===== config.mk =====
export PLATFORM = sky130hd
export DESIGN_NAME = open_file_table_top
export DESIGN_NICKNAME = d
export VERILOG_FILES = /design/src/design/oft_pkg.sv /design/src/design/oft_ctrl.sv /design/src/design/oft_dpath.sv /design/src/design/open_file_table_top.sv
export SDC_FILE = /design/constraint.sdc
export NUM_CORES = 2
export LEC_CHECK = 0
export BUFFER_PORTS_ARGS = -buffer_cell sky130_fd_sc_hd__buf_2
export CORE_ASPECT_RATIO = 0.5
export CORE_UTILIZATION = 30
export CTS_BUF_LIST = sky130_fd_sc_hd__clkbuf_8
export CTS_CLUSTER_SIZE = 25
export DETAILED_ROUTE_END_ITERATION = 10
export GPL_TIMING_DRIVEN = 0
export PLACE_DENSITY = 0.47
export REMOVE_ABC_BUFFERS = 1
export SLEW_MARGIN = 15
export SYNTH_ARGS = -nofsm -noshare
export SYNTH_HDL_FRONTEND = slang
export SYNTH_SLANG_ARGS = --single-unit

===== constraint.sdc =====
create_clock -name clock -period 7.9 [get_ports clock]
set_input_delay 1.975 -clock clock [delete_from_list [all_inputs] [get_ports clock]]
set_output_delay 1.975 -clock clock [all_outputs]
set_load 0.005 [all_outputs]

===== src/design/oft_pkg.sv =====
// Shared types and constants for the open-file table.
`timescale 1ns / 1ps
`default_nettype none

package oft_pkg;

   localparam int CMD_W   = 3;
   localparam int SLOT_W  = 6;
   localparam int INODE_W = 16;
   localparam int PROT_W  = 8;
   localparam int POS_W   = 32;

   typedef enum logic [CMD_W-1:0] {
      OP_PUT    = 3'd0,
      OP_GET    = 3'd1,
      OP_SETPOS = 3'd2,
      OP_REMOVE = 3'd3,
      OP_EXIST  = 3'd4
   } oft_op_type;

   typedef enum logic [1:0] {
      STS_OK    = 2'd0,
      STS_FULL  = 2'd1,
      STS_EMPTY = 2'd2,
      STS_BADFD = 2'd3
   } oft_status_type;

   typedef struct packed {
      logic [INODE_W-1:0] inode;
      logic [PROT_W-1:0]  prot;
      logic [POS_W-1:0]   pos;
   } oft_entry_type;

   // controller -> datapath
   typedef struct packed {
      logic           clr_step;
      logic           latch;
      logic           put_wr;
      logic           scan_init;
      logic           scan_step;
      logic           scan_fin;
      logic           rd_slot;
      logic           exec;
      logic           reply;
      oft_status_type reply_status;
   } oft_ctl_type;

   // datapath -> controller
   typedef struct packed {
      logic       clr_last;
      logic       full;
      logic       bad_slot;
      logic       scan_done;
      oft_op_type op;
   } oft_sts_type;

endpackage

`default_nettype wire


===== src/design/oft_ctrl.sv =====
// Sequencing state machine for the open-file table.
`timescale 1ns / 1ps
`default_nettype none

module oft_ctrl (
   input  wire logic                clock,
   input  wire logic                reset,
   input  wire logic                start,
   output logic                     busy,
   input  wire oft_pkg::oft_sts_type sts,
   output oft_pkg::oft_ctl_type     ctl
);
   import oft_pkg::*;

   typedef enum logic [4:0] {
      ST_CLEAR  = 5'b00001,
      ST_IDLE   = 5'b00010,
      ST_DECODE = 5'b00100,
      ST_CHECK  = 5'b01000,
      ST_SCAN   = 5'b10000
   } state_type;

   state_type state_ff, state_in;

   always_ff @(posedge clock) begin
      if (reset) begin
         state_ff <= ST_CLEAR;
      end else begin
         state_ff <= state_in;
      end
   end

   assign busy = (state_ff != ST_IDLE);

   always_comb begin
      state_in = state_ff;
      ctl      = '0;
      ctl.reply_status = STS_OK;
      unique case (state_ff)
         ST_CLEAR: begin
            ctl.clr_step = 1'b1;
            if (sts.clr_last) begin
               state_in = ST_IDLE;
            end
         end
         ST_IDLE: begin
            if (start) begin
               ctl.latch = 1'b1;
               state_in  = ST_DECODE;
            end
         end
         ST_DECODE: begin
            unique case (sts.op)
               OP_PUT: begin
                  if (sts.full) begin
                     ctl.reply        = 1'b1;
                     ctl.reply_status = STS_FULL;
                     state_in         = ST_IDLE;
                  end else begin
                     ctl.put_wr    = 1'b1;
                     ctl.scan_init = 1'b1;
                     state_in      = ST_SCAN;
                  end
               end
               OP_GET, OP_SETPOS, OP_REMOVE: begin
                  if (sts.bad_slot) begin
                     ctl.reply        = 1'b1;
                     ctl.reply_status = STS_BADFD;
                     state_in         = ST_IDLE;
                  end else begin
                     ctl.rd_slot = 1'b1;
                     state_in    = ST_CHECK;
                  end
               end
               OP_EXIST: begin
                  ctl.scan_init = 1'b1;
                  state_in      = ST_SCAN;
               end
               default: begin
                  // unused opcode: all-zero response
                  ctl.reply = 1'b1;
                  state_in  = ST_IDLE;
               end
            endcase
         end
         ST_CHECK: begin
            ctl.exec = 1'b1;
            state_in = ST_IDLE;
         end
         ST_SCAN: begin
            ctl.scan_step = 1'b1;
            if (sts.scan_done) begin
               ctl.scan_fin = 1'b1;
               state_in     = ST_IDLE;
            end
         end
         default: begin
            state_in = ST_CLEAR;
         end
      endcase
   end

endmodule

`default_nettype wire


===== src/design/oft_dpath.sv =====
// Slot memories, allocation head, scan engine and response registers.
`timescale 1ns / 1ps
`default_nettype none

module oft_dpath #(
   parameter int DEPTH = 64
) (
   input  wire logic                         clock,
   input  wire logic                         reset,
   input  wire oft_pkg::oft_ctl_type         ctl,
   output oft_pkg::oft_sts_type              sts,
   input  wire logic [oft_pkg::CMD_W-1:0]    req_cmd,
   input  wire logic [oft_pkg::SLOT_W-1:0]   req_slot,
   input  wire logic [oft_pkg::INODE_W-1:0]  req_inode_in,
   input  wire logic [oft_pkg::PROT_W-1:0]   req_prot_in,
   input  wire logic [oft_pkg::POS_W-1:0]    req_pos_in,
   output logic                              rsp_strobe,
   output logic [1:0]                        rsp_status,
   output logic [oft_pkg::SLOT_W-1:0]        rsp_slot_out,
   output logic [oft_pkg::INODE_W-1:0]       rsp_inode_out,
   output logic [oft_pkg::PROT_W-1:0]        rsp_prot_out,
   output logic [oft_pkg::POS_W-1:0]         rsp_pos_out,
   output logic                              rsp_found
);
   import oft_pkg::*;

   localparam int AW = $clog2(DEPTH);
   localparam int IW = AW + 1;
   localparam logic [IW-1:0] DEPTH_I = IW'(DEPTH);
   localparam logic [AW-1:0] LAST_I  = AW'(DEPTH - 1);

   // storage
   logic          valid_mem [DEPTH];
   oft_entry_type entry_mem [DEPTH];
   logic          valid_rd_ff;
   oft_entry_type entry_rd_ff;

   // latched request
   oft_op_type         op_ff;
   logic [SLOT_W-1:0]  slot_ff;
   logic [INODE_W-1:0] inode_ff;
   logic [PROT_W-1:0]  prot_ff;
   logic [POS_W-1:0]   pos_ff;

   // control state
   logic [IW-1:0] head_ff, head_in;
   logic [AW-1:0] clr_idx_ff, clr_idx_in;
   logic [IW-1:0] rd_idx_ff, rd_idx_in;
   logic [IW-1:0] pidx_ff, pidx_in;
   logic          pend_ff, pend_in;

   // responses
   logic                rsp_strobe_ff, rsp_strobe_in;
   oft_status_type      rsp_status_ff, rsp_status_in;
   logic [SLOT_W-1:0]   rsp_slot_ff, rsp_slot_in;
   logic [INODE_W-1:0]  rsp_inode_ff, rsp_inode_in;
   logic [PROT_W-1:0]   rsp_prot_ff, rsp_prot_in;
   logic [POS_W-1:0]    rsp_pos_ff, rsp_pos_in;
   logic                rsp_found_ff, rsp_found_in;

   logic          slot_ok;
   logic [AW-1:0] slot_idx;
   logic [IW-1:0] slot_ext;
   logic [AW-1:0] head_idx;
   logic          issue;
   logic          match;
   logic          hit;
   logic          vwe, vwd;
   logic [AW-1:0] vwa;
   logic          ewe;
   logic [AW-1:0] ewa;
   oft_entry_type ewd;
   logic          rd_en;
   logic [AW-1:0] rd_addr;

   assign slot_ok  = 32'(slot_ff) < 32'(DEPTH);
   assign slot_idx = AW'(slot_ff);
   assign slot_ext = IW'(slot_ff);
   assign head_idx = head_ff[AW-1:0];

   // scan engine: one read issued per cycle, its result checked in the cycle after
   assign issue = ctl.scan_step && (rd_idx_ff < DEPTH_I);
   assign match = (op_ff == OP_EXIST) ? (valid_rd_ff && (entry_rd_ff.inode == inode_ff))
                                      : !valid_rd_ff;
   assign hit   = pend_ff && match;

   assign sts.clr_last  = (clr_idx_ff == LAST_I);
   assign sts.full      = (head_ff >= DEPTH_I);
   assign sts.bad_slot  = !slot_ok;
   assign sts.scan_done = hit || (!pend_ff && (rd_idx_ff >= DEPTH_I));
   assign sts.op        = op_ff;

   // memory port muxing
   always_comb begin
      vwe = 1'b0;
      vwa = head_idx;
      vwd = 1'b1;
      if (ctl.clr_step) begin
         vwe = 1'b1;
         vwa = clr_idx_ff;
         vwd = 1'b0;
      end else if (ctl.put_wr) begin
         vwe = 1'b1;
      end else if (ctl.exec && (op_ff == OP_REMOVE) && valid_rd_ff) begin
         vwe = 1'b1;
         vwa = slot_idx;
         vwd = 1'b0;
      end

      ewe = 1'b0;
      ewa = head_idx;
      ewd = '{inode: inode_ff, prot: prot_ff, pos: '0};
      if (ctl.exec && (op_ff == OP_SETPOS) && valid_rd_ff) begin
         ewe = 1'b1;
         ewa = slot_idx;
         ewd = '{inode: entry_rd_ff.inode, prot: entry_rd_ff.prot, pos: pos_ff};
      end else if (ctl.put_wr) begin
         ewe = 1'b1;
      end

      rd_en   = ctl.rd_slot || issue;
      rd_addr = issue ? rd_idx_ff[AW-1:0] : slot_idx;
   end

   always_ff @(posedge clock) begin
      if (vwe) begin
         valid_mem[vwa] <= vwd;
      end
      if (rd_en) begin
         valid_rd_ff <= valid_mem[rd_addr];
      end
   end

   always_ff @(posedge clock) begin
      if (ewe) begin
         entry_mem[ewa] <= ewd;
      end
      if (rd_en) begin
         entry_rd_ff <= entry_mem[rd_addr];
      end
   end

   always_ff @(posedge clock) begin
      if (ctl.latch) begin
         op_ff    <= oft_op_type'(req_cmd);
         slot_ff  <= req_slot;
         inode_ff <= req_inode_in;
         prot_ff  <= req_prot_in;
         pos_ff   <= req_pos_in;
      end
   end

   // head, clear sweep, scan pointers
   always_comb begin
      head_in    = head_ff;
      clr_idx_in = clr_idx_ff;
      rd_idx_in  = rd_idx_ff;
      pidx_in    = pidx_ff;
      pend_in    = pend_ff;

      if (ctl.clr_step) begin
         clr_idx_in = clr_idx_ff + AW'(1);
      end

      if (ctl.scan_init) begin
         rd_idx_in = (op_ff == OP_PUT) ? head_ff + IW'(1) : '0;
         pend_in   = 1'b0;
      end else if (ctl.scan_step) begin
         pend_in = issue;
         pidx_in = rd_idx_ff;
         if (issue) begin
            rd_idx_in = rd_idx_ff + IW'(1);
         end
      end

      if (ctl.scan_fin && (op_ff == OP_PUT)) begin
         head_in = hit ? pidx_ff : DEPTH_I;
      end else if (ctl.exec && (op_ff == OP_REMOVE) && valid_rd_ff && (slot_ext < head_ff)) begin
         head_in = slot_ext;
      end
   end

   always_ff @(posedge clock) begin
      if (reset) begin
         head_ff    <= '0;
         clr_idx_ff <= '0;
         rd_idx_ff  <= '0;
         pend_ff    <= 1'b0;
      end else begin
         head_ff    <= head_in;
         clr_idx_ff <= clr_idx_in;
         rd_idx_ff  <= rd_idx_in;
         pend_ff    <= pend_in;
      end
   end

   always_ff @(posedge clock) begin
      pidx_ff <= pidx_in;
   end

   // response assembly
   always_comb begin
      rsp_strobe_in = 1'b0;
      rsp_status_in = STS_OK;
      rsp_slot_in   = '0;
      rsp_inode_in  = '0;
      rsp_prot_in   = '0;
      rsp_pos_in    = '0;
      rsp_found_in  = 1'b0;
      if (ctl.reply) begin
         rsp_strobe_in = 1'b1;
         rsp_status_in = ctl.reply_status;
      end else if (ctl.exec) begin
         rsp_strobe_in = 1'b1;
         if (!valid_rd_ff) begin
            rsp_status_in = STS_EMPTY;
         end else if (op_ff == OP_GET) begin
            rsp_inode_in = entry_rd_ff.inode;
            rsp_prot_in  = entry_rd_ff.prot;
            rsp_pos_in   = entry_rd_ff.pos;
         end
      end else if (ctl.scan_fin) begin
         rsp_strobe_in = 1'b1;
         if (op_ff == OP_PUT) begin
            rsp_slot_in = SLOT_W'(head_ff);
         end else begin
            rsp_status_in = hit ? STS_OK : STS_EMPTY;
            rsp_found_in  = hit;
         end
      end
   end

   always_ff @(posedge clock) begin
      if (reset) begin
         rsp_strobe_ff <= 1'b0;
      end else begin
         rsp_strobe_ff <= rsp_strobe_in;
      end
   end

   always_ff @(posedge clock) begin
      rsp_status_ff <= rsp_status_in;
      rsp_slot_ff   <= rsp_slot_in;
      rsp_inode_ff  <= rsp_inode_in;
      rsp_prot_ff   <= rsp_prot_in;
      rsp_pos_ff    <= rsp_pos_in;
      rsp_found_ff  <= rsp_found_in;
   end

   assign rsp_strobe    = rsp_strobe_ff;
   assign rsp_status    = rsp_status_ff;
   assign rsp_slot_out  = rsp_slot_ff;
   assign rsp_inode_out = rsp_inode_ff;
   assign rsp_prot_out  = rsp_prot_ff;
   assign rsp_pos_out   = rsp_pos_ff;
   assign rsp_found     = rsp_found_ff;

   // checks
   a_head_range: assert property (@(posedge clock) disable iff (reset)
      head_ff <= DEPTH_I)
      else $error("allocation head beyond table");

   a_put_not_full: assert property (@(posedge clock) disable iff (reset)
      ctl.put_wr |-> (head_ff < DEPTH_I))
      else $error("put written into a full table");

   a_single_strobe: assert property (@(posedge clock) disable iff (reset)
      rsp_strobe_ff |=> !rsp_strobe_ff)
      else $error("two responses back to back");

   a_found_ok: assert property (@(posedge clock) disable iff (reset)
      (rsp_strobe_ff && rsp_found_ff) |-> (rsp_status_ff == STS_OK))
      else $error("found flagged with error status");

endmodule

`default_nettype wire


===== src/design/open_file_table_top.sv =====
// Top level of the open-file table: controller plus datapath.
`timescale 1ns / 1ps
`default_nettype none

// Path from start to rsp_strobe: full/bad-fd/unused codes reply from the decode
// state through the response register; get, set_pos and remove add the check
// state after one registered memory read. Put and exist walk the valid/entry
// memory one slot per cycle through its single read port.
// One command in flight; busy drops in the cycle the response word is shown.
// Reset: synchronous; afterwards busy stays high while the valid memory is
// swept clear, one slot per cycle. The receiver cannot stall.

module open_file_table_top #(
   parameter int DEPTH = 64
) (
   input  wire logic                        clock,
   input  wire logic                        reset,
   input  wire logic                        start,
   output logic                             busy,
   input  wire logic [oft_pkg::CMD_W-1:0]   req_cmd,
   input  wire logic [oft_pkg::SLOT_W-1:0]  req_slot,
   input  wire logic [oft_pkg::INODE_W-1:0] req_inode_in,
   input  wire logic [oft_pkg::PROT_W-1:0]  req_prot_in,
   input  wire logic [oft_pkg::POS_W-1:0]   req_pos_in,
   output logic                             rsp_strobe,
   output logic [1:0]                       rsp_status,
   output logic [oft_pkg::SLOT_W-1:0]       rsp_slot_out,
   output logic [oft_pkg::INODE_W-1:0]      rsp_inode_out,
   output logic [oft_pkg::PROT_W-1:0]       rsp_prot_out,
   output logic [oft_pkg::POS_W-1:0]        rsp_pos_out,
   output logic                             rsp_found
);
   import oft_pkg::*;

   // command bundle from the sequencer, status bundle back from the datapath
   oft_ctl_type ctl;
   oft_sts_type sts;

   // sequencer: clear sweep, decode, slot access, scan
   oft_ctrl u_ctrl (
      .clock (clock),
      .reset (reset),
      .start (start),
      .busy  (busy),
      .sts   (sts),
      .ctl   (ctl)
   );

   // datapath: slot memories, allocation head, scan engine, response word
   oft_dpath #(
      .DEPTH (DEPTH)
   ) u_dpath (
      .clock         (clock),
      .reset         (reset),
      .ctl           (ctl),
      .sts           (sts),
      .req_cmd       (req_cmd),
      .req_slot      (req_slot),
      .req_inode_in  (req_inode_in),
      .req_prot_in   (req_prot_in),
      .req_pos_in    (req_pos_in),
      .rsp_strobe    (rsp_strobe),
      .rsp_status    (rsp_status),
      .rsp_slot_out  (rsp_slot_out),
      .rsp_inode_out (rsp_inode_out),
      .rsp_prot_out  (rsp_prot_out),
      .rsp_pos_out   (rsp_pos_out),
      .rsp_found     (rsp_found)
   );

endmodule

`default_nettype wire

After elaboration in Yosys (flattened, before gate mapping)
Memories as Yosys holds them, arrays and structs flattened. A register that Yosys moved wholly into a read port is not among the register bits.
Cells that the tools add are included.
Storage, ports and cells
  register bits: 164
  latch bits: 0
  memory bits (writable): 3648
  bits in read-only memories: 0
  input port bits: 68
  output and inout bits: 67
  word-level logic and storage cells: 132
  memories: 2
Memories
  u_dpath.entry_mem: depth 64, width 56, read ports 1, clocked after Yosys merged registers in 1, write ports 1, line oft_dpath.sv:34  | oft_entry_type entry_mem [DEPTH];
  u_dpath.valid_mem: depth 64, width 1, read ports 1, clocked after Yosys merged registers in 1, write ports 1, line oft_dpath.sv:33  | logic valid_mem [DEPTH];
Operators by class
  add/sub/neg operators: 3
  $mul: 0
  divide/modulo/power cells: 0
  $lt $le $gt $ge: 4
  eq/ne operators: 15
  shift operators: 0
  muxes and demuxes: 57
  bitwise logic cells: 6
  reduce and logical (&&, ||, !) cells: 27
Operator list (count)
  56-bit two-way mux: 1
  7-bit two-way mux: 7
  6-bit two-way mux: 5
  5-bit case mux with 5 select lines: 1
  1-bit two-way mux: 24
  2-bit two-way mux: 10
  5-bit two-way mux: 4
  16-bit == test: 1
  4-bit OR reduction: 4
  5-bit case mux with 3 select lines: 1
  7-bit by 1-bit adder with 7-bit output (second input constant): 2
  7-bit greater-or-equal comparator (second input constant): 2
  1-bit logical AND: 10
  6-bit by 7-bit less-than comparator with 1-bit output: 1
  7-bit less-than comparator (second input constant): 1
  6-bit by 1-bit adder with 6-bit output (second input constant): 1
  3-bit by 2-bit == test with 1-bit output (second input constant): 2
  6-bit == test (second input constant): 1
  3-bit two-way mux: 2
  2-bit != test (second input constant): 3
  1-bit inverter: 6
  2-bit nonzero test: 3
  5-bit by 1-bit == test with 1-bit output (second input constant): 1
  5-bit by 2-bit == test with 1-bit output (second input constant): 1
  14 further kinds: 18

Longest topological paths before layout
  depth in word-level cells: 11
  gate-level depth with buffers: 13
  mapped depth without buffers: 8

Modules after synthesis
Synthesis repeated with hierarchy kept, for this count alone.
Second synthesis, totals
  cell total of the unflattened synthesis: 8990
  area total of the unflattened synthesis: 156397.5 µm²
Modules (own cells, without submodules)
  oft_dpath: instances 1, cells each 8941, area an instance 155985.9 µm², sequential area each 115160.4 µm²
  oft_ctrl: instances 1, cells each 49, area an instance 411.6 µm², sequential area each 100.1 µm²

Worst setup path before layout
No wires, ideal clock.
  path type: register to register
  start: reg u_ctrl.state_ff[0]
  end: mem u_dpath.entry_mem[63][0] in the netlist's numbering, enable pin
  library setup time: 0.539 ns
  arrival: 5.723 ns
  data required time: 7.361 ns
  setup slack: 1.639 ns
  stages on the path, launching flop included: 9
  buffers on the path: 2
  period minus slack after synthesis: 6.261 ns
  cells stage by stage: dfxtp_1 -> buf_6 -> nor3_1 -> nand2_1 -> nor4_2 -> clkbuf_1 -> nand2_1 -> a21o_1 -> nor3_1
Between the ends
  word-level cells in the longest chain between the ends: 7
  elaborated cells on any way between the ends: 11
  classes of those cells: eq/ne (2); mux (7); reduce/logical (2)
RTL lines
  start, declared: line oft_ctrl.sv:23  | state_type state_ff, state_in;
  start signal, assigned: line oft_ctrl.sv:29  | state_ff <= state_in;
  5-bit by 4-bit == test with 1-bit output: line oft_ctrl.sv:39  | unique case (state_ff)
  1-bit two-way mux: line oft_ctrl.sv:39
  1-bit logical AND (2 in a row): line oft_dpath.sv:113  | if (ctl.exec && (op_ff == OP_SETPOS) && valid_rd_ff) begin
  1-bit two-way mux: line oft_dpath.sv:113
  1-bit two-way mux: line oft_dpath.sv:135  | if (ewe) begin
  1-bit two-way mux (not written as such): line oft_dpath.sv:136  | entry_mem[ewa] <= ewd;
  end, declared: line oft_dpath.sv:34
Parallel ways exist; a longest one is shown, timed or not.

Worst setup path after layout
  start: reg u_dpath.rd_idx_ff[6]
  end: reg, netlist name u_dpath.entry_rd_ff[46]
Between the ends
  word-level cells in the longest chain between the ends: 3
  elaborated cells on any way between the ends: 4
  classes of those cells: order compare (1); mux (1); reduce/logical (2)
RTL lines
  start, declared: line oft_dpath.sv:48  | logic [IW-1:0] rd_idx_ff, rd_idx_in;
  start signal, assigned: line oft_dpath.sv:192  | rd_idx_ff <= rd_idx_in;
  7-bit less-than comparator *: line oft_dpath.sv:82  | assign issue = ctl.scan_step && (rd_idx_ff < DEPTH_I);
  1-bit logical AND *: line oft_dpath.sv:82
  6-bit two-way mux / 1-bit logical OR (equally long branches): line oft_dpath.sv:122, oft_dpath.sv:121
Every way passes the cells marked *; elsewhere a longest branch is shown, timed or not.
A chain may end at the register's enable or synchronous reset.

==> results.toml <==
[status]
status = "finished, final reports clean"

[sta]
worst_pin_slew_ns = 1.05
min_period_over_period_pct = 78.4
setup_violations = 0
hold_viol = 0
finalClockSkew_ns = 0.0455
finalCriticalPeriod_ns = 6.19
drv_slew = 0
relSlewSlack_pct = 30.1
max_freq_ghz = 0.162
rsz0062_at_grt = "no"

[critical_path]
r2r_end = "u_dpath.entry_rd_ff[46]"
critical_path.most_common_cell = "buf_16"
crit_buf_inv = 10
start_kind = "flop"
r2r_slack_ns = 1.71
cpMaxStageDelayCell = "or4b_4"
cp_top_family = "buffers and inverters"
critPathCaptureType = "flop"
max_stage_delay_ns = 0.70
path_class = "reg -> reg"
r2r-start = "u_dpath.rd_idx_ff[6]"
arrival_ns = 6.98
r2r_cells = 17
path_cells = "or4b_4 > o21ai_4 > buf_12 > buf_16 > buf_16 > buf_16 > nand2_4 > buf_16 > buf_16 > buf_16 > buf_16 > buf_16 > buf_16 > a211oi_1 > a221oi_1 > a22oi_1 > nand4_1"
cp_max_fo = 56
required_ns = 8.69

[placement]
portBuffers = 134
dp.cells = 16700
finalWeightedCongestion = 0.740
dp_hpwl_mm = 364

[clocking]
ctsResizeCount = 0
htreeDepth = 6
clockBufferDepth = 4
clk_latency_ns = 1.11
cts_buffers = 626
cts_tree = "built"
clkTransAtPathRegs_ns = 0.07
cts_root_buffer = "clkbuf_8"
post_cts_buffers = 0
clock-sinks = 3869
hold_buffers = 0

[drt]
wirelength_mm = 543
drt-initial-drc-count = 12300
vias_per_cell = 5.48
drcViolationCount = 0
wl_met2_mm = 242
dr_wl_met3_mm = 46.0
ant_nets = 0
wl_per_cell_um = 30.5
vias = 97300
drt-met1-wl_mm = 237
topRoutingLayerUsed = "met5"
firstDrtPassIters = 6

[synth]
synthAdderAreaFrac_pct = 0.0665
synth_edf_count = 3777
syn_area_mm2 = 0.151
yosys.area_share.simple_pct = 9.39
ys_seq_area_share_pct = 76.5
synth_xor_area_share_pct = 0.169
avgSynthCellArea_um2 = 15.3
syn_inst = 9875
ys_types = 63
yosys_most_used_dff = "edfxtp_1"
synth_compound_area_share_pct = 8.92
synthArstFlopShare_pct = 0
synth_mux_area_share_pct = 2.85
ys_ff_latch = 3869
synth.yosys.warnings = 0
synth_top_family_by_area = "simple AND/OR/NAND/NOR gates"

[die]
die_w_mm = 1.00
ios = 135
num_rows = 183
die_y_um = 503
core_mm2 = 0.498
dieArea_mm2 = 0.505
initial_core_util_pct = 30.2

[pwr]
p_leak_nw = 64.8
vdd_ir_drop_max_uv = 116
p_per_area_mw_per_mm2 = 209

[finish]
final_nets = 10700
nFillCells = 46600
drive_above_1_share_pct = 17.7
seq_area_mm2 = 0.115
multi_input_area_mm2 = 0.0331
syn2layout_area_growth_pct = 21.7
fin_cells = 17800
postLayoutCoreUtil_pct = 36.8

[min_path]
hp-start = "u_dpath.entry_rd_ff[6]"
hp-class = "reg -> reg"
worstHoldPathCells = 1
hold_end = "u_dpath.rsp_pos_out[6]"

[global_routing]
grt_util_all_layers_pct = 20.6
grt_overflow = 0
grt_max_degree = 71
grt_pass1_wl_mm = 745
antenna_found_initial = 12
grt_pass1_vias = 93400

[run]
maxCapViolations = 0
-- state kept, by name (all words and copies together) (netlist names) --
| signal | flops |
|---|---|
| u_dpath.valid_rd_ff | 1 |
| u_dpath.rsp_inode_out | 16 |
| u_dpath.entry_rd_ff | 56 |
| u_dpath.rsp_slot_out | 6 |
| u_dpath.pend_ff | 1 |
| u_dpath.rsp_status | 2 |
| u_dpath.rsp_prot_out | 8 |
| u_dpath.rsp_found | 1 |
| u_dpath.clr_idx_ff | 6 |
| u_dpath.head_ff | 7 |
| u_dpath.entry_mem | 3584 |
| u_dpath.prot_ff | 8 |
| u_dpath.valid_mem | 64 |
| u_dpath.pos_ff | 32 |
| u_ctrl.state_ff | 5 |
| u_dpath.rd_idx_ff | 7 |
| u_dpath.rsp_strobe | 1 |
| u_dpath.rsp_pos_out | 32 |
| u_dpath.op_ff | 3 |
| u_dpath.inode_ff | 16 |
| u_dpath.slot_ff | 6 |
| u_dpath.pidx_ff | 7 |
-- stage by stage --
stage	hold WS [ns]	area (µm²)	setup slack, ns	setup TNS [ns]	power, mW
6_report	0.447	183000	1.71	0	38.3
5_1_grt	0.482	183000	1.62	0	39.4
4_1_cts	0.447	183000	1.88	0	38.6
3_5_place_dp	0.433	172000	1.90	0	22.8
3_3_place_gp	0.434	157000	-224.94	-	22.8
2_1_floorplan	0.420	148000	-31.07	-1770.49	22.7
-- worst register-to-register path: cells and delay by family, from the launching register on --
family	cells	cell delay [ns]
buf+inv	10	2.61
compound gates	4	1.64
simple gates	3	1.24
flops	1	0.40
-- cell families (layout without fill, tap and decap cells) --
logic type	count (synthesis)	in the layout
and+or+nand+nor	2941	2941
buffers and inverters	762	1999
DFF	3869	3869
muxes	407	407
xor gates and xnor gates	29	29
adders and majority gates	8	8
AOI/OAI and AO/OA	1859	1859
other	0	5
-- power breakdown --
group          internal (mW)  total, mW  switching [mW]
logic                 0.0451      0.155           0.110
clock network           7.81       15.9            8.11
registers               22.2       22.2         0.00800
-- how the worst max path moves through the flow --
stage,start,to,cells past startpoint
after global routing,u_dpath.rd_idx_ff[6],u_dpath.entry_rd_ff[46],17
after CTS,u_dpath.rd_idx_ff[6],u_dpath.entry_rd_ff[46],17
after detailed placement,u_dpath.rd_idx_ff[6],u_dpath.entry_rd_ff[46],17
after global placement,u_dpath.slot_ff[0],u_dpath.entry_rd_ff[34],6
final,u_dpath.rd_idx_ff[6],u_dpath.entry_rd_ff[46],17
after floorplan,u_ctrl.state_ff[2],u_dpath.entry_rd_ff[0],7
-- placed cells by master (no fill, tap or decap), types with 214 or more instances in the layout --
master and instances:
clkbuf_8 667, buf_16 214, nand3_1 358, mux2i_1 389, a31oi_1 447, and3_1 617
buf_12 377, a211oi_1 608, nand2_1 1337, inv_1 259, edfxtp_1 3777
-- routing by layer --
metal	GRT usage, %	vias to the layer above
met4	6.59	2
met2	32.0	4798
met5	0	-
met1	29.5	51000
met3	3.64	905
li1	-	40700
-- cell usage after synthesis, types with 168 or more instances --
master / count / share of area (%)
a211oi_1: 608 / 3.0
a31oi_1: 447 / 1.9
a32oi_1: 168 / 0.98
and3_1: 618 / 2.6
clkbuf_1: 594 / 1.5
edfxtp_1: 3777 / 75
mux2i_1: 389 / 2.6
nand2_1: 1363 / 3.4
nand3_1: 360 / 1.2
nor2_1: 176 / 0.44
nor4_1: 185 / 0.77
o21ai_0: 183 / 0.61
-- layout make-up --
cell class	instances	area share, %
Clock buffer	667	5.01
Inverter	16	0.0328
Tap cell	6660	4.54
Timing Repair Buffer	891	8.48
Antenna cell	5	0.00682
Multi-Input combinational cell	5244	18.1
Sequential cell	3869	62.9
Clock inverter	425	0.987
(Power assumes the default switching activity.)
